### src/rtl/core/ipsa_pkg.sv
// shared types and codes of the ips patch stream applier
package ipsa_pkg;

    // result kinds
    localparam logic [1:0] KIND_WRITE = 2'd0;
    localparam logic [1:0] KIND_FILL  = 2'd1;
    localparam logic [1:0] KIND_DONE  = 2'd2;

    // done status codes
    localparam logic [1:0] ST_OK        = 2'd0;
    localparam logic [1:0] ST_BAD_HDR   = 2'd1;
    localparam logic [1:0] ST_CAPACITY  = 2'd2;
    localparam logic [1:0] ST_TRUNCATED = 2'd3;

    // configuration register indexes
    localparam logic [1:0] REG_HEADER_PRESENT = 2'd0;
    localparam logic [1:0] REG_ROM_CAPACITY   = 2'd1;
    localparam logic [1:0] REG_CUR_ROM_SIZE   = 2'd2;

    localparam int APB_AW   = 4;
    localparam int SIZE_W   = 25;
    localparam int ADDR_W   = 24;
    localparam int LOC_W    = 26;
    localparam int OQ_DEPTH = 4;
    localparam int OQ_AW    = 2;
    localparam int OQ_CW    = 3;

    localparam logic [23:0] EOF_MARK = 24'h454F46;

    // five bytes of the "PATCH" header
    function automatic logic [7:0] magic_byte(input logic [2:0] idx);
        logic [7:0] b;
        unique case (idx)
            3'd0:    b = 8'h50;
            3'd1:    b = 8'h41;
            3'd2:    b = 8'h54;
            3'd3:    b = 8'h43;
            3'd4:    b = 8'h48;
            default: b = 8'h00;
        endcase
        return b;
    endfunction

    typedef struct packed {
        logic              header_present;
        logic [SIZE_W-1:0] cap;
        logic [SIZE_W-1:0] cur_rom_size;
    } cfg_t;

    typedef struct packed {
        logic [1:0]        kind;
        logic [ADDR_W-1:0] write_address;
        logic [7:0]        write_value;
        logic [15:0]       fill_count;
        logic [1:0]        status;
        logic [SIZE_W-1:0] new_rom_size;
        logic [9:0]        bank_count;
        logic              last_of_run;
    } res_t;

    typedef struct packed {
        logic v0;
        logic v1;
        res_t r0;
        res_t r1;
    } push_t;

endpackage

### src/rtl/core/ips_patch_stream_applier.sv
// top level of the ips patch stream applier
//
//  port group  dir  content
//  s_*         in   one patch byte per request, tlast marks end of stream
//  m_*         out  byte write, fill run or done result per request
//  p*          in   apb register access
//
// One patch byte is taken per cycle while the result queue has room; with an empty
// queue its first result passes through the input register and the queue to m_*.
// A byte gives at most two results and the output port moves one per cycle,
// so two-result bytes fill the queue, and input is held once it holds over two.
// Reset is synchronous, active low, and clears parser state and the queue.
// Stalls on m_tready back up through a four-entry result queue.
module ips_patch_stream_applier #(
    parameter int ADDR_BITS       = 24,
    parameter int HEADER_SKIP     = 512,
    parameter int BANK_BYTES_LOG2 = 15
) (
    input  logic                         aclk,
    input  logic                         aresetn,
    // patch stream
    input  logic                         s_tvalid,
    output logic                         s_tready,
    input  logic [7:0]                   s_tdata,   // [7:0] patch_byte
    input  logic                         s_tlast,   // final_byte
    // results
    output logic                         m_tvalid,
    input  logic                         m_tready,
    // [23:0] write_address, [31:24] write_value, [47:32] fill_count,
    // [49:48] status, [74:50] new_rom_size, [84:75] bank_count, rest zero
    output logic [87:0]                  m_tdata,
    output logic [1:0]                   m_tuser,   // [1:0] kind
    output logic                         m_tlast,   // last_of_run
    // configuration
    input  logic                         psel,
    input  logic                         penable,
    input  logic                         pwrite,
    input  logic [ipsa_pkg::APB_AW-1:0]  paddr,
    input  logic [31:0]                  pwdata,
    output logic [31:0]                  prdata,
    output logic                         pready
);
    ipsa_pkg::cfg_t  cfg;
    ipsa_pkg::push_t push;
    ipsa_pkg::res_t  res;
    logic            space;

    ipsa_cfg #(
        .ADDR_BITS (ADDR_BITS)
    ) u_cfg (
        .aclk    (aclk),
        .aresetn (aresetn),
        .psel    (psel),
        .penable (penable),
        .pwrite  (pwrite),
        .paddr   (paddr),
        .pwdata  (pwdata),
        .prdata  (prdata),
        .pready  (pready),
        .cfg     (cfg)
    );

    ipsa_step #(
        .HEADER_SKIP     (HEADER_SKIP),
        .BANK_BYTES_LOG2 (BANK_BYTES_LOG2)
    ) u_step (
        .aclk     (aclk),
        .aresetn  (aresetn),
        .s_tvalid (s_tvalid),
        .s_tready (s_tready),
        .s_byte   (s_tdata),
        .s_fin    (s_tlast),
        .cfg      (cfg),
        .space    (space),
        .push     (push)
    );

    ipsa_outq u_outq (
        .aclk     (aclk),
        .aresetn  (aresetn),
        .push     (push),
        .space    (space),
        .m_tvalid (m_tvalid),
        .m_tready (m_tready),
        .m_res    (res)
    );

    // result packing
    assign m_tuser = res.kind;
    assign m_tlast = res.last_of_run;
    assign m_tdata = {3'b0, res.bank_count, res.new_rom_size, res.status,
                      res.fill_count, res.write_value, res.write_address};

    // a done result always closes its request
    a_done_last: assert property (@(posedge aclk) disable iff (!aresetn)
        m_tvalid && m_tuser == ipsa_pkg::KIND_DONE |-> m_tlast)
        else $error("done result not marked last");

    // byte writes stay below the clamped capacity
    a_write_cap: assert property (@(posedge aclk) disable iff (!aresetn)
        m_tvalid && m_tuser == ipsa_pkg::KIND_WRITE |->
            {1'b0, m_tdata[23:0]} < cfg.cap)
        else $error("byte write at or past capacity");

    // fill runs are never empty and end within capacity
    a_fill_span: assert property (@(posedge aclk) disable iff (!aresetn)
        m_tvalid && m_tuser == ipsa_pkg::KIND_FILL |->
            m_tdata[47:32] != 16'd0 &&
            ({1'b0, m_tdata[23:0]} + {9'b0, m_tdata[47:32]}) <= cfg.cap)
        else $error("fill run empty or past capacity");

    // the second result slot is only used together with the first
    a_queue_room: assert property (@(posedge aclk) disable iff (!aresetn)
        push.v1 |-> push.v0)
        else $error("second result pushed without first");

endmodule

### src/rtl/core/ipsa_cfg.sv
// apb configuration registers and capacity clamp
module ipsa_cfg #(
    parameter int ADDR_BITS = 24
) (
    input  logic                         aclk,
    input  logic                         aresetn,
    input  logic                         psel,
    input  logic                         penable,
    input  logic                         pwrite,
    input  logic [ipsa_pkg::APB_AW-1:0]  paddr,
    input  logic [31:0]                  pwdata,
    output logic [31:0]                  prdata,
    output logic                         pready,
    output ipsa_pkg::cfg_t               cfg
);
    localparam logic [ipsa_pkg::SIZE_W-1:0] ADDR_SPAN = ipsa_pkg::SIZE_W'(1) << ADDR_BITS;

    logic                          hdr_reg;
    logic [ipsa_pkg::SIZE_W-1:0]   cap_reg;
    logic [ipsa_pkg::SIZE_W-1:0]   size_reg;
    logic                          wr_en;
    logic [1:0]                    idx;

    assign pready = 1'b1;
    assign wr_en  = psel && penable && pwrite;
    assign idx    = paddr[3:2];

    // register writes
    always_ff @(posedge aclk) begin
        if (!aresetn) begin
            hdr_reg  <= 1'b0;
            cap_reg  <= ipsa_pkg::SIZE_W'(4194304);
            size_reg <= '0;
        end else if (wr_en) begin
            unique case (idx)
                ipsa_pkg::REG_HEADER_PRESENT: hdr_reg  <= pwdata[0];
                ipsa_pkg::REG_ROM_CAPACITY:   cap_reg  <= pwdata[ipsa_pkg::SIZE_W-1:0];
                ipsa_pkg::REG_CUR_ROM_SIZE:   size_reg <= pwdata[ipsa_pkg::SIZE_W-1:0];
                default: ;
            endcase
        end
    end

    // register reads
    always_comb begin
        unique case (idx)
            ipsa_pkg::REG_HEADER_PRESENT: prdata = {31'b0, hdr_reg};
            ipsa_pkg::REG_ROM_CAPACITY:   prdata = {7'b0, cap_reg};
            ipsa_pkg::REG_CUR_ROM_SIZE:   prdata = {7'b0, size_reg};
            default:                      prdata = '0;
        endcase
    end

    // capacity never reaches past the address space
    assign cfg.header_present = hdr_reg;
    assign cfg.cap            = (cap_reg > ADDR_SPAN) ? ADDR_SPAN : cap_reg;
    assign cfg.cur_rom_size   = size_reg;

endmodule

### src/rtl/core/ipsa_step.sv
// input register, patch parser state and per-byte result logic
module ipsa_step #(
    parameter int HEADER_SKIP     = 512,
    parameter int BANK_BYTES_LOG2 = 15
) (
    input  logic            aclk,
    input  logic            aresetn,
    input  logic            s_tvalid,
    output logic            s_tready,
    input  logic [7:0]      s_byte,
    input  logic            s_fin,
    input  ipsa_pkg::cfg_t  cfg,
    input  logic            space,
    output ipsa_pkg::push_t push
);
    localparam int END_W = ipsa_pkg::LOC_W + 1;
    localparam logic signed [ipsa_pkg::LOC_W-1:0] SKIP_S = ipsa_pkg::LOC_W'(HEADER_SKIP);

    localparam logic [2:0] PH_HDR  = 3'd0;
    localparam logic [2:0] PH_OFS  = 3'd1;
    localparam logic [2:0] PH_LEN  = 3'd2;
    localparam logic [2:0] PH_DATA = 3'd3;
    localparam logic [2:0] PH_RLEN = 3'd4;
    localparam logic [2:0] PH_VAL  = 3'd5;

    // input register
    logic       in_vld_reg;
    logic [7:0] in_byte_reg;
    logic       in_fin_reg;
    logic       advance;

    // parser state
    logic [2:0]                          phase_reg, phase_next;
    logic [2:0]                          hidx_reg, hidx_next;
    logic [23:0]                         ofs_reg, ofs_next;
    logic [15:0]                         len_reg, len_next;
    logic [15:0]                         rem_reg, rem_next;
    logic signed [ipsa_pkg::LOC_W-1:0]   loc_reg, loc_next;
    logic [ipsa_pkg::ADDR_W-1:0]         hw_reg, hw_next;
    logic                                drop_reg, drop_next;

    assign advance  = in_vld_reg && space;
    assign s_tready = !in_vld_reg || advance;

    // input register
    always_ff @(posedge aclk) begin
        if (!aresetn) begin
            in_vld_reg <= 1'b0;
        end else if (s_tready) begin
            in_vld_reg <= s_tvalid;
        end
    end

    always_ff @(posedge aclk) begin
        if (s_tready && s_tvalid) begin
            in_byte_reg <= s_byte;
            in_fin_reg  <= s_fin;
        end
    end

    // one byte of parsing
    always_comb begin
        logic                                done;
        logic [1:0]                          done_st;
        logic                                dv;
        ipsa_pkg::res_t                      dres;
        ipsa_pkg::res_t                      fres;
        logic signed [ipsa_pkg::LOC_W-1:0]   cap_l;
        logic signed [END_W-1:0]             cap_e;
        logic signed [END_W-1:0]             start_e;
        logic signed [END_W-1:0]             end_e;
        logic signed [END_W-1:0]             span_e;
        logic signed [END_W-1:0]             last_e;
        logic [23:0]                         ofs_sh;
        logic [15:0]                         len_sh;
        logic [ipsa_pkg::SIZE_W-1:0]         size;
        logic [ipsa_pkg::SIZE_W-1:0]         banks;

        phase_next = phase_reg;
        hidx_next  = hidx_reg;
        ofs_next   = ofs_reg;
        len_next   = len_reg;
        rem_next   = rem_reg;
        loc_next   = loc_reg;
        hw_next    = hw_reg;
        drop_next  = drop_reg;
        done       = 1'b0;
        done_st    = ipsa_pkg::ST_OK;
        dv         = 1'b0;
        dres       = '0;
        fres       = '0;
        cap_l      = $signed({1'b0, cfg.cap});
        cap_e      = $signed({2'b0, cfg.cap});
        start_e    = loc_reg[ipsa_pkg::LOC_W-1] ? '0 : END_W'(loc_reg);
        end_e      = END_W'(loc_reg) + $signed({11'b0, len_reg});
        span_e     = '0;
        last_e     = '0;
        ofs_sh     = {ofs_reg[15:0], in_byte_reg};
        len_sh     = {len_reg[7:0], in_byte_reg};

        if (drop_reg) begin
            // wait for end of stream, then rearm
            if (in_fin_reg) begin
                phase_next = PH_HDR;
                hidx_next  = '0;
                ofs_next   = '0;
                len_next   = '0;
                rem_next   = '0;
                loc_next   = '0;
                hw_next    = '0;
                drop_next  = 1'b0;
            end
        end else begin
            unique case (phase_reg)
                PH_HDR: begin
                    if (hidx_reg > 3'd4 || in_byte_reg != ipsa_pkg::magic_byte(hidx_reg)) begin
                        done    = 1'b1;
                        done_st = ipsa_pkg::ST_BAD_HDR;
                    end else if (hidx_reg == 3'd4) begin
                        phase_next = PH_OFS;
                        hidx_next  = '0;
                        done       = in_fin_reg;
                        done_st    = ipsa_pkg::ST_OK;
                    end else begin
                        hidx_next = hidx_reg + 3'd1;
                        done      = in_fin_reg;
                        done_st   = ipsa_pkg::ST_TRUNCATED;
                    end
                end
                PH_OFS: begin
                    ofs_next = ofs_sh;
                    hidx_next = hidx_reg + 3'd1;
                    done      = in_fin_reg;
                    done_st   = ipsa_pkg::ST_TRUNCATED;
                    if (hidx_reg >= 3'd2) begin
                        hidx_next = '0;
                        if (ofs_sh == ipsa_pkg::EOF_MARK) begin
                            done    = 1'b1;
                            done_st = ipsa_pkg::ST_OK;
                        end else begin
                            loc_next   = $signed({2'b0, ofs_sh}) -
                                         (cfg.header_present ? SKIP_S : '0);
                            len_next   = '0;
                            phase_next = PH_LEN;
                        end
                    end
                end
                PH_LEN, PH_RLEN: begin
                    len_next  = len_sh;
                    hidx_next = hidx_reg + 3'd1;
                    done      = in_fin_reg;
                    done_st   = ipsa_pkg::ST_TRUNCATED;
                    if (hidx_reg >= 3'd1) begin
                        hidx_next = '0;
                        if (phase_reg == PH_RLEN) begin
                            phase_next = PH_VAL;
                        end else if (len_sh != 16'd0) begin
                            rem_next   = len_sh;
                            phase_next = PH_DATA;
                        end else begin
                            phase_next = PH_RLEN;
                        end
                    end
                end
                PH_DATA: begin
                    if (!loc_reg[ipsa_pkg::LOC_W-1] && loc_reg >= cap_l) begin
                        done    = 1'b1;
                        done_st = ipsa_pkg::ST_CAPACITY;
                    end else begin
                        // byte write when at or above zero
                        if (!loc_reg[ipsa_pkg::LOC_W-1]) begin
                            dv                 = 1'b1;
                            dres.kind          = ipsa_pkg::KIND_WRITE;
                            dres.write_address = loc_reg[ipsa_pkg::ADDR_W-1:0];
                            dres.write_value   = in_byte_reg;
                            if (loc_reg[ipsa_pkg::ADDR_W-1:0] > hw_reg) begin
                                hw_next = loc_reg[ipsa_pkg::ADDR_W-1:0];
                            end
                        end
                        loc_next = loc_reg + ipsa_pkg::LOC_W'(1);
                        rem_next = rem_reg - 16'd1;
                        done     = in_fin_reg;
                        if (rem_reg == 16'd1) begin
                            phase_next = PH_OFS;
                            done_st    = ipsa_pkg::ST_OK;
                        end else begin
                            done_st    = ipsa_pkg::ST_TRUNCATED;
                        end
                    end
                end
                PH_VAL: begin
                    phase_next = PH_OFS;
                    done       = in_fin_reg;
                    done_st    = ipsa_pkg::ST_OK;
                    if (end_e > start_e) begin
                        if (start_e >= cap_e) begin
                            done    = 1'b1;
                            done_st = ipsa_pkg::ST_CAPACITY;
                        end else begin
                            // clip the run at capacity
                            if (end_e > cap_e) begin
                                end_e   = cap_e;
                                done    = 1'b1;
                                done_st = ipsa_pkg::ST_CAPACITY;
                            end
                            span_e             = end_e - start_e;
                            last_e             = end_e - END_W'(1);
                            dv                 = 1'b1;
                            dres.kind          = ipsa_pkg::KIND_FILL;
                            dres.write_address = start_e[ipsa_pkg::ADDR_W-1:0];
                            dres.write_value   = in_byte_reg;
                            dres.fill_count    = span_e[15:0];
                            if (last_e[ipsa_pkg::ADDR_W-1:0] > hw_reg) begin
                                hw_next = last_e[ipsa_pkg::ADDR_W-1:0];
                            end
                        end
                    end
                    loc_next = end_e[ipsa_pkg::LOC_W-1:0];
                end
                default: begin
                    done    = 1'b1;
                    done_st = ipsa_pkg::ST_TRUNCATED;
                end
            endcase
            if (done) begin
                drop_next = 1'b1;
            end
        end

        // done result: grown size and bank count
        if ({1'b0, hw_next} >= cfg.cur_rom_size) begin
            size = {1'b0, hw_next} + ipsa_pkg::SIZE_W'(1);
        end else begin
            size = cfg.cur_rom_size;
        end
        banks              = size >> BANK_BYTES_LOG2;
        fres.kind          = ipsa_pkg::KIND_DONE;
        fres.status        = done_st;
        fres.new_rom_size  = size;
        fres.bank_count    = (banks > ipsa_pkg::SIZE_W'(1023)) ? 10'd1023 : banks[9:0];
        fres.last_of_run   = 1'b1;

        // pack results in order, last one flagged
        push = '0;
        if (advance) begin
            if (dv) begin
                push.v0             = 1'b1;
                push.r0             = dres;
                push.r0.last_of_run = !done;
                push.v1             = done;
                push.r1             = fres;
            end else begin
                push.v0 = done;
                push.r0 = fres;
            end
        end
    end

    // parser state registers
    always_ff @(posedge aclk) begin
        if (!aresetn) begin
            phase_reg <= PH_HDR;
            hidx_reg  <= '0;
            ofs_reg   <= '0;
            len_reg   <= '0;
            rem_reg   <= '0;
            loc_reg   <= '0;
            hw_reg    <= '0;
            drop_reg  <= 1'b0;
        end else if (advance) begin
            phase_reg <= phase_next;
            hidx_reg  <= hidx_next;
            ofs_reg   <= ofs_next;
            len_reg   <= len_next;
            rem_reg   <= rem_next;
            loc_reg   <= loc_next;
            hw_reg    <= hw_next;
            drop_reg  <= drop_next;
        end
    end

endmodule

### src/rtl/core/ipsa_outq.sv
// result queue: takes up to two results a cycle, hands out one while m_tready is high
module ipsa_outq (
    input  logic            aclk,
    input  logic            aresetn,
    input  ipsa_pkg::push_t push,
    output logic            space,
    output logic            m_tvalid,
    input  logic            m_tready,
    output ipsa_pkg::res_t  m_res
);
    ipsa_pkg::res_t                q_reg [ipsa_pkg::OQ_DEPTH];
    logic [ipsa_pkg::OQ_AW-1:0]    wr_reg, rd_reg;
    logic [ipsa_pkg::OQ_CW-1:0]    cnt_reg, cnt_next;
    logic [ipsa_pkg::OQ_CW-1:0]    n_push;
    logic                          pop;

    assign n_push   = ipsa_pkg::OQ_CW'(push.v0) + ipsa_pkg::OQ_CW'(push.v1);
    assign pop      = m_tvalid && m_tready;
    assign m_tvalid = cnt_reg != '0;
    assign m_res    = q_reg[rd_reg];
    assign space    = cnt_reg <= ipsa_pkg::OQ_CW'(ipsa_pkg::OQ_DEPTH - 2);
    assign cnt_next = cnt_reg + n_push - ipsa_pkg::OQ_CW'(pop);

    // storage
    always_ff @(posedge aclk) begin
        if (push.v0) begin
            q_reg[wr_reg] <= push.r0;
        end
        if (push.v1) begin
            q_reg[wr_reg + ipsa_pkg::OQ_AW'(1)] <= push.r1;
        end
    end

    // pointers and fill level
    always_ff @(posedge aclk) begin
        if (!aresetn) begin
            wr_reg  <= '0;
            rd_reg  <= '0;
            cnt_reg <= '0;
        end else begin
            wr_reg  <= wr_reg + n_push[ipsa_pkg::OQ_AW-1:0];
            rd_reg  <= rd_reg + ipsa_pkg::OQ_AW'(pop);
            cnt_reg <= cnt_next;
        end
    end

endmodule

### config.mk
export PLATFORM = sky130hd
export DESIGN_NAME = ips_patch_stream_applier
export DESIGN_NICKNAME = d
export VERILOG_FILES = /design/src/rtl/core/ipsa_pkg.sv /design/src/rtl/core/ips_patch_stream_applier.sv /design/src/rtl/core/ipsa_cfg.sv /design/src/rtl/core/ipsa_step.sv /design/src/rtl/core/ipsa_outq.sv
export SDC_FILE = /design/constraint.sdc
export NUM_CORES = 1
export LEC_CHECK = 0
export BUFFER_PORTS_ARGS = -buffer_cell sky130_fd_sc_hd__clkbuf_2
export CORE_UTILIZATION = 25
export CTS_BUF_LIST = sky130_fd_sc_hd__clkbuf_8
export DETAILED_ROUTE_END_ITERATION = 12
export GPL_TIMING_DRIVEN = 1
export PLACE_DENSITY = 0.41
export SYNTH_ARGS = -nofsm -noshare
export SYNTH_HDL_FRONTEND = slang
export SYNTH_SLANG_ARGS = --single-unit
### constraint.sdc
create_clock -name aclk -period 24 [get_ports aclk]
set_input_delay 2.4 -clock aclk [delete_from_list [all_inputs] [get_ports aclk]]
set_output_delay 2.4 -clock aclk [all_outputs]
set_load 0.005 [all_outputs]
==> results of run 1 <==
area by class of cell:
class / instances / share of cell area
clock buffers: 118 / 0.0443
repair buffers: 235 / 0.0375
well taps: 1650 / 0.0564
clock inverters: 69 / 0.0105
multi-input cells: 2698 / 0.506
diodes: 2 / 0.000137
inverters: 153 / 0.0157
flip-flops and latches: 521 / 0.329
power groups by stage:
stage / registers [mW] / clock network (mW) / logic, mW
CTS: 0.984 / 0.927 / 0.623
global placement: 1.00 / 0 / 0.620
finish: 0.982 / 0.894 / 0.618
detailed placement: 1.00 / 0 / 0.621
floorplan: 0.965 / 0 / 0.439
global route: 0.988 / 0.966 / 0.674
worst reg2reg max path: cells and delay by family (launching register included):
family	cells	cell delay, ns
XOR/XNOR	2	0.44
multiplexers	1	0.72
adder cells (fa/ha/maj)	4	1.32
AND/OR/NAND/NOR	12	3.64
AO/OA/AOI/OAI	20	5.74
flip-flops	1	0.72
buffers and inverters	4	0.92
cell families after synthesis:
| kind of cell | after synthesis | synth area share |
|---|---|---|
| mux | 126 | 0.0735 |
| simple gates | 1305 | 0.195 |
| other cells | 2 | 0.000235 |
| buf+inv | 402 | 0.0491 |
| compound gates | 919 | 0.187 |
| fa+ha+maj | 223 | 0.0878 |
| flops | 521 | 0.376 |
| xor+xnor | 114 | 0.0312 |
cell usage in the layout, fill, tap and decap left out, drive strengths merged, types with 15 or more instances in the layout:
cell type	Yosys	routed
nor3b	17	17
nand4	43	43
buf	50	79
o21ai	333	333
nor4	35	35
mux2i	36	36
xor2	37	37
xnor2	77	77
and2	44	44
edfxtp	161	161
o211a	18	18
o21a	28	28
o22ai	25	25
nor2	277	277
nor3	66	66
clkinv	1	20
clkbuf	199	274
or3	19	19
ha	220	220
a211oi	24	24
and3	15	15
a22o	25	25
o211ai	22	22
a21oi	149	149
a21o	23	23
a22oi	68	68
a21boi	79	79
nor2b	91	91
inv	152	199
nand3	254	254
dfxtp	360	360
a31oi	18	18
mux4	87	87
nand2	392	392
through the flow:
step / std cells / utilization
2_1_floorplan: 3621 / -
3_5_place_dp: 5257 / 0.274
3_3_place_gp: 5257 / 0.274
5_1_grt: 5445 / 0.290
6_report: 5446 / 0.290
4_1_cts: 5444 / 0.290
worst min-delay path by stage:
stage / to / startpoint / depth (start not counted)
3_3_place_gp: u_outq.q_reg[1][46]$_SDFFE_PP0P_ / u_outq.q_reg[1][46]$_SDFFE_PP0P_ / 2
2_1_floorplan: u_outq.q_reg[1][45]$_SDFFE_PP0P_ / u_outq.q_reg[1][45]$_SDFFE_PP0P_ / 2
4_1_cts: u_outq.q_reg[2][46]$_SDFFE_PP0P_ / u_outq.q_reg[2][46]$_SDFFE_PP0P_ / 2
6_report: u_outq.q_reg[2][46]$_SDFFE_PP0P_ / u_outq.q_reg[2][46]$_SDFFE_PP0P_ / 2
5_1_grt: u_outq.q_reg[0][45]$_SDFFE_PP0P_ / u_outq.q_reg[0][45]$_SDFFE_PP0P_ / 2
3_5_place_dp: u_outq.q_reg[1][46]$_SDFFE_PP0P_ / u_outq.q_reg[1][46]$_SDFFE_PP0P_ / 2
routing by layer:
layer / wire length, um / vias to the layer above
li1: - / 13400
met1: 59200 / 13500
met2: 56000 / 646
met3: 5010 / 140
met4: 3370 / 0
met5: 0 / -
==> metrics.cfg, run 1 <==
[status]
status = complete, no violations

[cts]
clkSlewWorstSetupHoldPaths_ns = 0.07
tritoncts = yes
tritoncts.num_buffers = 101
cts_hold_repair.buffers = 0
numClockSinks = 521
cts_root_buf = sky130_fd_sc_hd__clkbuf_8
cts_resized = 0
worstSkewPairLatency_ns = 0.82
post_cts.repair.setup_buffers = 0
ctsLongestPathBuffers = 3
cts-htree-levels = 3

[placed_design]
port-buffer-count = 157
placed_cell_area_sq_um = 34600
gpl.final_weighted_congestion = 0.934
dp_worst_setup_slack_ns = 10.53
post-dp-hpwl_um = 88000

[yosys]
synth_ff_type = sky130_fd_sc_hd__dfxtp_1
synth.area.top_cells = sky130_fd_sc_hd__dfxtp_1 23%, sky130_fd_sc_hd__edfxtp_1 15%, sky130_fd_sc_hd__ha_1 8.6%
synth_enable_flop_cells = 161
synth-seq-area-share = 0.376
ys_top_cells_by_count = 392 x sky130_fd_sc_hd__nand2_1, 360 x sky130_fd_sc_hd__dfxtp_1, 327 x sky130_fd_sc_hd__o21ai_0, 277 x sky130_fd_sc_hd__nor2_1, 253 x sky130_fd_sc_hd__nand3_1
netlist_area_sq_um = 32000
synth_area_per_cell_sq_um = 8.86
cells_after_synthesis = 3612
yosys_warnings = 0
library_cells_used_by_synthesis = 103
yosysMostFrequentCell = sky130_fd_sc_hd__nand2_1
yosys.area.top_type = sky130_fd_sc_hd__dfxtp_1
async_reset_ff_frac = 0
synth_seq_cells = 521
synthDominantCellAreaShare = 0.225

[setup_path]
worst_r2r_startpoint = u_step.loc_reg[1]$_SDFFE_PN0P_
worst_setup_path_start_kind = flip-flop
worstRegToRegCells = 43
path_common_cell = sky130_fd_sc_hd__o21ai_0
critPathArrivalTime_ns = 14.30
worstReg2RegEnd = u_outq.q_reg[2][11]$_DFFE_PP_
startpoint = u_step.loc_reg[1]$_SDFFE_PN0P_
cp_slowest_cell = sky130_fd_sc_hd__dfxtp_1
nature_of_the_critical_path_endpoint = flip-flop
critical_path_depth = 43
setup.worst_path.end = u_outq.q_reg[2][11]$_DFFE_PP_
timing.reg2reg.setup_slack_ns = 10.24
critPathKind = reg2reg
timing.critical_path.max_delay_family = compound AO/OA/AOI/OAI gates
required_ns = 24.53
timing.critical_path.buf_inv = 4
biggest_fanout_along_the_worst_timing_path = 18
max_stage_delay_ns = 0.72

[timing]
relSlewSlack = 0.0408
tns_ns = 0
timing.final.ws_setup_ns = 10.24
drv_slew = 0
setup_viol = 0
tightestPinTransition_ns = 1.42
fin_worst_skew_ns = 0.0460
final.period_utilization = 0.574
grt_setup_unrepaired = no
hold_ws_ns = 0.452
fmaxAchievable_mhz = 72.6
finalWorstPathRequiredPeriod_ns = 13.76
timing_hold_violations_final = 0

[finish]
area.growth.synth_to_final_pct = 14.4
nFillCells = 13400
layout.nets = 3985
largest_reg_flops = 348
drive_gt1_frac = 0.140
multiInputGateArea_sq_um = 18500
finish.instance_area_sq_um = 36600
sequential_cell_area_sq_um = 12100

[route]
detail_route.first_pass.iterations = 5
drc_errors = 0
via_per_inst = 5.08
antenna_left = 0
route.detailed.wl_per_inst_um = 22.7
detail_route.iter0.violations = 1781
routed-via-count = 27600
drt_wl_total_um = 124000

[power]
power.internal_mw = 1.64
clock_power_share = 0.358
p_total_mw = 2.49
power_switching_uw = 852
ir_worst_vdd_mv = 0.0427
power.switching_fraction = 0.342
share_comb_of_total_power = 0.248
share_seq_of_total_power = 0.394
pwr_density_cell_nw_per_um2 = 68.1
power.leakage_nw = 13.6

[global_routing]
gr-usage-met1 = 0.263
grt-busiest-layer = met2
via_count_of_the_first_global_routing_pass = 26800
grt_util_met3 = 0.0235
gr-usage-all-layers = 0.187
grt_max_degree = 99
globalRouteMet2Util = 0.295
grt_overflow = 0
grt_antenna_before_repair = 4
grt_pass1_wl_um = 183000

[floorplanning]
core_area_sq_um = 126000
fp.dieH_um = 360
initial_utilization = 0.253
placement_rows = 130
die_width_um = 360
die-area_sq_um = 130000
number_of_primary_i_o_pins = 178

[min_path]
hold_class = reg2reg

[job]
max-cap-violations = 0

Note: power is estimated with default switching activity, not from simulation.
==> run 2: changes to the inputs <==
Settings changed: PLACE_DENSITY 0.41 to 0.43.
Clock period 24 ns to 11.1 ns, I/O delays scaled along.
==> run 2 against run 1 <==
- final cell count is 1.7% higher
- sequential power is 120% higher
- first-iteration DRC count is 23% higher
- worst setup slack worse by 9.6 ns
- non-clock buffer count is 105 higher
- power is 120% higher
- count of clock-buffer cells in the layout is 3 lower
- worst hold slack better by 0.0013 ns
- global-route usage is 0.16 points higher
- core utilization is 0.66 points higher
- die area stayed put
- wire length is 1.4% higher
- largest power group unchanged
- largest cell class unchanged
==> metrics.cfg, run 2 (synthesis gave the netlist of run 1 again) <==
[status]
status = complete, no violations  ; unchanged

[cts]
tritoncts.num_buffers = 98  ; was 101
clkSlewWorstSetupHoldPaths_ns = 0.06  ; was 0.07 ns
cts_root_buf = sky130_fd_sc_hd__clkbuf_8  ; unchanged
cts-htree-levels = 3  ; unchanged
tritoncts = yes  ; unchanged
numClockSinks = 521  ; unchanged
ctsLongestPathBuffers = 3  ; unchanged
worstSkewPairLatency_ns = 0.82  ; about the same

[route]
detail_route.first_pass.iterations = 5  ; unchanged
antenna_left = 0  ; unchanged
route.detailed.wl_per_inst_um = 22.6  ; was 22.7 um
detail_route.iter0.violations = 2182  ; was 1,781
via_per_inst = 5.07  ; was 5.08
routed-via-count = 28100  ; was 27,600
drt_wl_total_um = 125000  ; was 124,000 um
drc_errors = 0  ; unchanged

[finish]
largest_reg_flops = 348  ; unchanged
finish.instance_area_sq_um = 37500  ; was 36,600 sq um
layout.nets = 4087  ; was 3,985
post-route-util = 0.296  ; was 0.290
sequential_cell_area_sq_um = 12100  ; unchanged
multiInputGateArea_sq_um = 18600  ; was 18,500 sq um
layout_commonest_cell = sky130_fd_sc_hd__nand2_1  ; unchanged
nFillCells = 13500  ; was 13,400
area.growth.synth_to_final_pct = 17.0  ; was 14.4%
final_cell_mix = 382 x sky130_fd_sc_hd__nand2_1, 357 x sky130_fd_sc_hd__dfxtp_1, 325 x sky130_fd_sc_hd__o21ai_0  ; was 382 x sky130_fd_sc_hd__nand2_1, 357 x sky130_fd_sc_hd__dfxtp_1, 326 x sky130_fd_sc_hd__o21ai_0
drive_gt1_frac = 0.166  ; was 0.140

[timing]
finalWorstPathRequiredPeriod_ns = 10.42  ; was 13.76 ns
tns_ns = 0  ; unchanged
grt_setup_unrepaired = no  ; unchanged
fmaxAchievable_mhz = 95.9  ; was 72.6 MHz
fin_worst_skew_ns = 0.0418  ; was 0.0460 ns
drv_slew = 0  ; unchanged
tightestPinTransition_ns = 1.29  ; was 1.42 ns
timing_hold_violations_final = 0  ; unchanged
relSlewSlack = 0.128  ; was 0.0408
final.period_utilization = 0.939  ; was 0.574
setup_viol = 0  ; unchanged

[setup_path]
worstReg2RegEnd = u_outq.q_reg[2][30]$_DFFE_PP_  ; was u_outq.q_reg[2][11]$_DFFE_PP_
required_ns = 11.65  ; was 24.53 ns
worst_r2r_startpoint = u_step.loc_reg[0]$_SDFFE_PN0P_  ; was u_step.loc_reg[1]$_SDFFE_PN0P_
critPathKind = reg2reg  ; unchanged
max_stage_delay_ns = 0.64  ; was 0.72 ns
nature_of_the_critical_path_endpoint = flip-flop  ; unchanged
biggest_fanout_along_the_worst_timing_path = 13  ; was 18
timing.reg2reg.setup_slack_ns = 0.68  ; was 10.24 ns
critPathArrivalTime_ns = 10.97  ; was 14.30 ns
cp_slowest_cell = sky130_fd_sc_hd__o21ai_0  ; was sky130_fd_sc_hd__dfxtp_1
worstRegToRegCells = 44  ; was 43
worst_setup_path_start_kind = flip-flop  ; unchanged

[floorplanning]
die-area_sq_um = 130000  ; unchanged
initial_utilization = 0.253  ; unchanged
fp.dieH_um = 360  ; unchanged
die_width_um = 360  ; unchanged
placement_rows = 130  ; unchanged
number_of_primary_i_o_pins = 178  ; unchanged
core_area_sq_um = 126000  ; unchanged

[min_path]
hold_class = reg2reg  ; unchanged
worst_hold_startpoint = u_outq.q_reg[3][45]$_SDFFE_PP0P_  ; was u_outq.q_reg[2][46]$_SDFFE_PP0P_
cell_depth_of_the_worst_hold_path = 2  ; unchanged
timing.hold.worst_endpoint = u_outq.q_reg[3][45]$_SDFFE_PP0P_  ; was u_outq.q_reg[2][46]$_SDFFE_PP0P_

[global_routing]
grt_antenna_before_repair = 6  ; was 4
via_count_of_the_first_global_routing_pass = 27000  ; was 26,800
gr-usage-all-layers = 0.189  ; was 0.187
grt_pass1_wl_um = 184000  ; was 183,000 um
grt_overflow = 0  ; unchanged
grt_max_degree = 98  ; was 99

[job]
max-cap-violations = 0  ; unchanged

[power]
power.leakage_nw = 14.1  ; was 13.6 nW
pwr_density_cell_nw_per_um2 = 146  ; was 68.1 nW/um^2
ir_worst_vdd_mv = 0.129  ; was 0.0427 mV

[placed_design]
post-dp-hpwl_um = 90200  ; was 88,000 um
placed_cell_area_sq_um = 35400  ; was 34,600 sq um
port-buffer-count = 157  ; unchanged
gpl.final_weighted_congestion = 0.963  ; was 0.934

==> run 2: worst max-delay path by stage <==
stage | startpoint | to | slack [ns] | cells after the start
finish | u_step.loc_reg[0]$_SDFFE_PN0P_ | u_outq.q_reg[2][30]$_DFFE_PP_ | 0.68 | 44
CTS | u_cfg.cap_reg[0]$_SDFFE_PN0P_ | u_outq.q_reg[2][30]$_DFFE_PP_ | 0.19 | 41
global route | u_step.loc_reg[0]$_SDFFE_PN0P_ | u_outq.q_reg[1][28]$_DFFE_PP_ | 0.007 | 44
detailed placement | u_cfg.cap_reg[0]$_SDFFE_PN0P_ | u_outq.q_reg[2][30]$_DFFE_PP_ | 0.24 | 41
floorplan | u_cfg.cap_reg[0]$_SDFFE_PN0P_ | u_outq.q_reg[1][28]$_DFFE_PP_ | 0.86 | 40
global placement | u_cfg.cap_reg[0]$_SDFFE_PN0P_ | u_outq.q_reg[1][28]$_DFFE_PP_ | 0.19 | 41
==> run 2: layout make-up <==
class | count | share of cell area
tap | 1650 | 0.0551
sequential | 521 | 0.322
timing repair buffer | 340 | 0.0591
multi-input combinational | 2698 | 0.497
antenna | 3 | 0.000200
inverter | 153 | 0.0153
clock buffer | 115 | 0.0423
clock inverter | 61 | 0.00935
==> run 2: through the flow <==
step / power, mW / cells / hold slack, ns / setup WS, ns
6_report: 5.45 / 5541 / 0.453 / 0.678
4_1_cts: 5.53 / 5537 / 0.386 / 0.187
2_1_floorplan: 3.04 / 3621 / 0.431 / 0.857
3_5_place_dp: 3.60 / 5361 / 0.443 / 0.237
5_1_grt: 5.74 / 5540 / 0.440 / 0.00703
3_3_place_gp: 3.60 / 5361 / 0.444 / 0.189
==> run 2: power by group <==
part / total [mW] / switching [mW] / internal, mW
clock network: 1.89 / 0.916 / 0.974
logic: 1.44 / 0.856 / 0.589
registers: 2.12 / 0.0993 / 2.02
total: 5.45 / 1.87 / 3.58
==> run 2: per-layer routing <==
layer,wire [um],GRT usage
met1,58900,0.263
met2,56800,0.298
met3,6350,0.0276
met4,3280,0.0613
met5,0,0
==> run 2: critical path: cells and delay by family (launching register included) <==
family | cells | cell delay (ns)
compound gates | 17 | 4.16
simple gates | 14 | 2.48
fa+ha+maj | 5 | 1.51
buf+inv | 6 | 1.12
xor+xnor | 2 | 0.55
flops | 1 | 0.33
==> run 2: timing repair <==
item,4_1_cts,5_1_grt
buffers inserted,0,1
endpoints found under the setup margin,0,136
hold endpoints to repair,0,0
hold buffers,0,0
gates resized for setup,0,13
==> run 3: changes to the inputs <==
==> constraint.sdc (replaced) <==
create_clock -name aclk -period 11.1 [get_ports aclk]
set_input_delay 2.22 -clock aclk [delete_from_list [all_inputs] [get_ports aclk]]
set_output_delay 2.22 -clock aclk [all_outputs]
set_load 0.005 [all_outputs]
==> run 3 against run 2 <==
- sequential cell count unchanged
- worst setup slack got worse by 0.063 ns
- cell area increased by 2.4%
- combinational power increased by 6%
- final cell count increased by 2.3%
- critical path type unchanged
- critical endpoint is now u_outq.q_reg[0][16]$_DFFE_PP_
- largest cell class unchanged
- highest routed layer unchanged
==> metrics.cfg, run 3 (synthesis gave the netlist of run 1 again) <==
[floorplanning]
core_area_sq_um = 126000  ; unchanged
number_of_primary_i_o_pins = 178  ; unchanged
initial_utilization = 0.253  ; unchanged
die-area_sq_um = 130000  ; unchanged
die_width_um = 360  ; unchanged
placement_rows = 130  ; unchanged
fp.dieH_um = 360  ; unchanged

[route]
routed-via-count = 28500  ; was 28,100
route.detailed.wl_per_inst_um = 22.2  ; was 22.6 um
detail_route.iter0.violations = 2175  ; was 2,182
drc_errors = 0  ; unchanged
detail_route.first_pass.iterations = 6  ; was 5
antenna_left = 0  ; unchanged
via_per_inst = 5.03  ; was 5.07
drt_wl_total_um = 126000  ; was 125,000 um

[global_routing]
grt_antenna_before_repair = 4  ; was 6
grt_pass1_wl_um = 186000  ; was 184,000 um
grt_max_degree = 99  ; was 98
gr-usage-all-layers = 0.189  ; about the same
globalRouteMet2Util = 0.301  ; was 0.298
via_count_of_the_first_global_routing_pass = 27800  ; was 27,000
grt_util_met3 = 0.0264  ; was 0.0276
gr-usage-met1 = 0.265  ; was 0.263
grt-busiest-layer = met2  ; unchanged
grt_overflow = 0  ; unchanged

[timing]
hold_ws_ns = 0.453  ; about the same
relSlewSlack = 0.147  ; was 0.128
final.period_utilization = 0.945  ; was 0.939
drv_slew = 0  ; unchanged
tightestPinTransition_ns = 1.26  ; was 1.29 ns
timing.final.ws_setup_ns = 0.615  ; was 0.678 ns
timing_hold_violations_final = 0  ; unchanged
setup_viol = 0  ; unchanged
finalWorstPathRequiredPeriod_ns = 10.49  ; was 10.42 ns
fmaxAchievable_mhz = 95.4  ; was 95.9 MHz
fin_worst_skew_ns = 0.0654  ; was 0.0418 ns

[setup_path]
timing.critical_path.buf_inv = 6  ; unchanged
critPathKind = reg2reg  ; unchanged
nature_of_the_critical_path_endpoint = flip-flop  ; unchanged
biggest_fanout_along_the_worst_timing_path = 8  ; was 13
required_ns = 11.56  ; was 11.65 ns
cp_slowest_cell = sky130_fd_sc_hd__or4_1  ; was sky130_fd_sc_hd__o21ai_0
path_common_cell = sky130_fd_sc_hd__buf_4
worst_setup_path_start_kind = flip-flop  ; unchanged
critPathArrivalTime_ns = 10.95  ; was 10.97 ns
timing.critical_path.max_delay_family = compound AO/OA/AOI/OAI gates  ; unchanged
max_stage_delay_ns = 0.62  ; was 0.64 ns

[min_path]
hold_class = reg2reg  ; unchanged

[cts]
tritoncts.num_buffers = 100  ; was 98
clkSlewWorstSetupHoldPaths_ns = 0.06  ; about the same
numClockSinks = 521  ; unchanged
cts_root_buf = sky130_fd_sc_hd__clkbuf_8  ; unchanged
cts_hold_repair.buffers = 0  ; unchanged
tritoncts = yes  ; unchanged
worstSkewPairLatency_ns = 0.79  ; was 0.82 ns
ctsLongestPathBuffers = 3  ; unchanged
cts-htree-levels = 3  ; unchanged

[finish]
layout.nets = 4217  ; was 4,087
fin_cells = 5669  ; was 5,541
post-route-util = 0.304  ; was 0.296
drive_gt1_frac = 0.189  ; was 0.166
largest_reg_flops = 348  ; unchanged
multiInputGateArea_sq_um = 18600  ; about the same
sequential_cell_area_sq_um = 12100  ; unchanged
layout_commonest_cell = sky130_fd_sc_hd__nand2_1  ; unchanged
final_cell_mix = 382 x sky130_fd_sc_hd__nand2_1, 357 x sky130_fd_sc_hd__dfxtp_1, 325 x sky130_fd_sc_hd__o21ai_0  ; unchanged
area.growth.synth_to_final_pct = 19.8  ; was 17.0%
nFillCells = 13400  ; was 13,500

[power]
ir_worst_vdd_mv = 0.107  ; was 0.129 mV
power.leakage_nw = 14.7  ; was 14.1 nW
p_total_mw = 5.52  ; was 5.45 mW
pwr_density_cell_nw_per_um2 = 144  ; was 146 nW/um^2

[placed_design]
dpl.cell_count = 5482  ; was 5,361
post-dp-hpwl_um = 91500  ; was 90,200 um
port-buffer-count = 157  ; unchanged
gpl.final_weighted_congestion = 0.953  ; was 0.963
dp_worst_setup_slack_ns = -0.154  ; was 0.237 ns

[job]
max-cap-violations = 0  ; unchanged

[status]
status = complete, no violations  ; unchanged

## run 3: changes by cell type in the layout (fill, tap and decap cells not counted), sizes merged
cell	before	now
clkinv	28	24
bufinv	1	2
inv	184	190
clkbuf	271	269
nor2b	91	92
buf	184	311
diode	3	2
## run 3: path summary, 6_finish.rpt
path	slack, ns	to	start	depth (start not counted)
hold / removal	0.45	u_outq.q_reg[2][45]$_SDFFE_PP0P_	u_outq.q_reg[2][45]$_SDFFE_PP0P_	2
setup reg to reg	0.61	u_outq.q_reg[0][16]$_DFFE_PP_	u_cfg.cap_reg[0]$_SDFFE_PN0P_	45
hold reg to reg	0.45	u_outq.q_reg[2][45]$_SDFFE_PP0P_	u_outq.q_reg[2][45]$_SDFFE_PP0P_	2
setup / recovery	0.61	u_outq.q_reg[0][16]$_DFFE_PP_	u_cfg.cap_reg[0]$_SDFFE_PN0P_	45
## run 3: layout make-up
type / instances / share of cell area
multi-input combinational: 2699 / 0.484
sequential: 521 / 0.314
timing repair buffer: 467 / 0.0822
tap: 1650 / 0.0538
clock buffer: 113 / 0.0405
inverter: 153 / 0.0150
clock inverter: 64 / 0.00979
antenna: 2 / 0.000130
## run 3: what timing repair did
action                                  in CTS  in global routing
setup buffers                                0                  7
pin swaps                                    0                  2
gates resized for setup                      0                  7
gates cloned                                 1                  0
endpoints found under the setup margin      16                136
## run 3: layer usage
metal / wire length (um) / part of all wire / vias up
met5: 0 / 0 / -
met4: 3230 / 0.026 / 0
met3: 6000 / 0.048 / 150
met2: 56800 / 0.45 / 767
met1: 60000 / 0.48 / 13800
li1: - / - / 13800
## run 3: worst min-delay path, cell delays in order, from the launching register on
cell	delay, ns
sky130_fd_sc_hd__dfxtp_1	0.31
sky130_fd_sc_hd__nand3_1	0.06
sky130_fd_sc_hd__nand2_1	0.04
## run 3: power by group
part / internal [mW] / leakage, nW / total, mW / switching (mW)
combinational: 0.649 / 9.26 / 1.53 / 0.878
sequential: 2.02 / 4.32 / 2.12 / 0.0989
clock: 0.982 / 1.11 / 1.88 / 0.896
## run 3: metrics by stage
stage / setup TNS, ns / area (sq um)
floorplan: 0 / 32100
global placement: -1.59 / 36300
detailed placement: -1.45 / 36300
CTS: 0 / 38300
global route: -0.00674 / 38400
finish: 0 / 38400
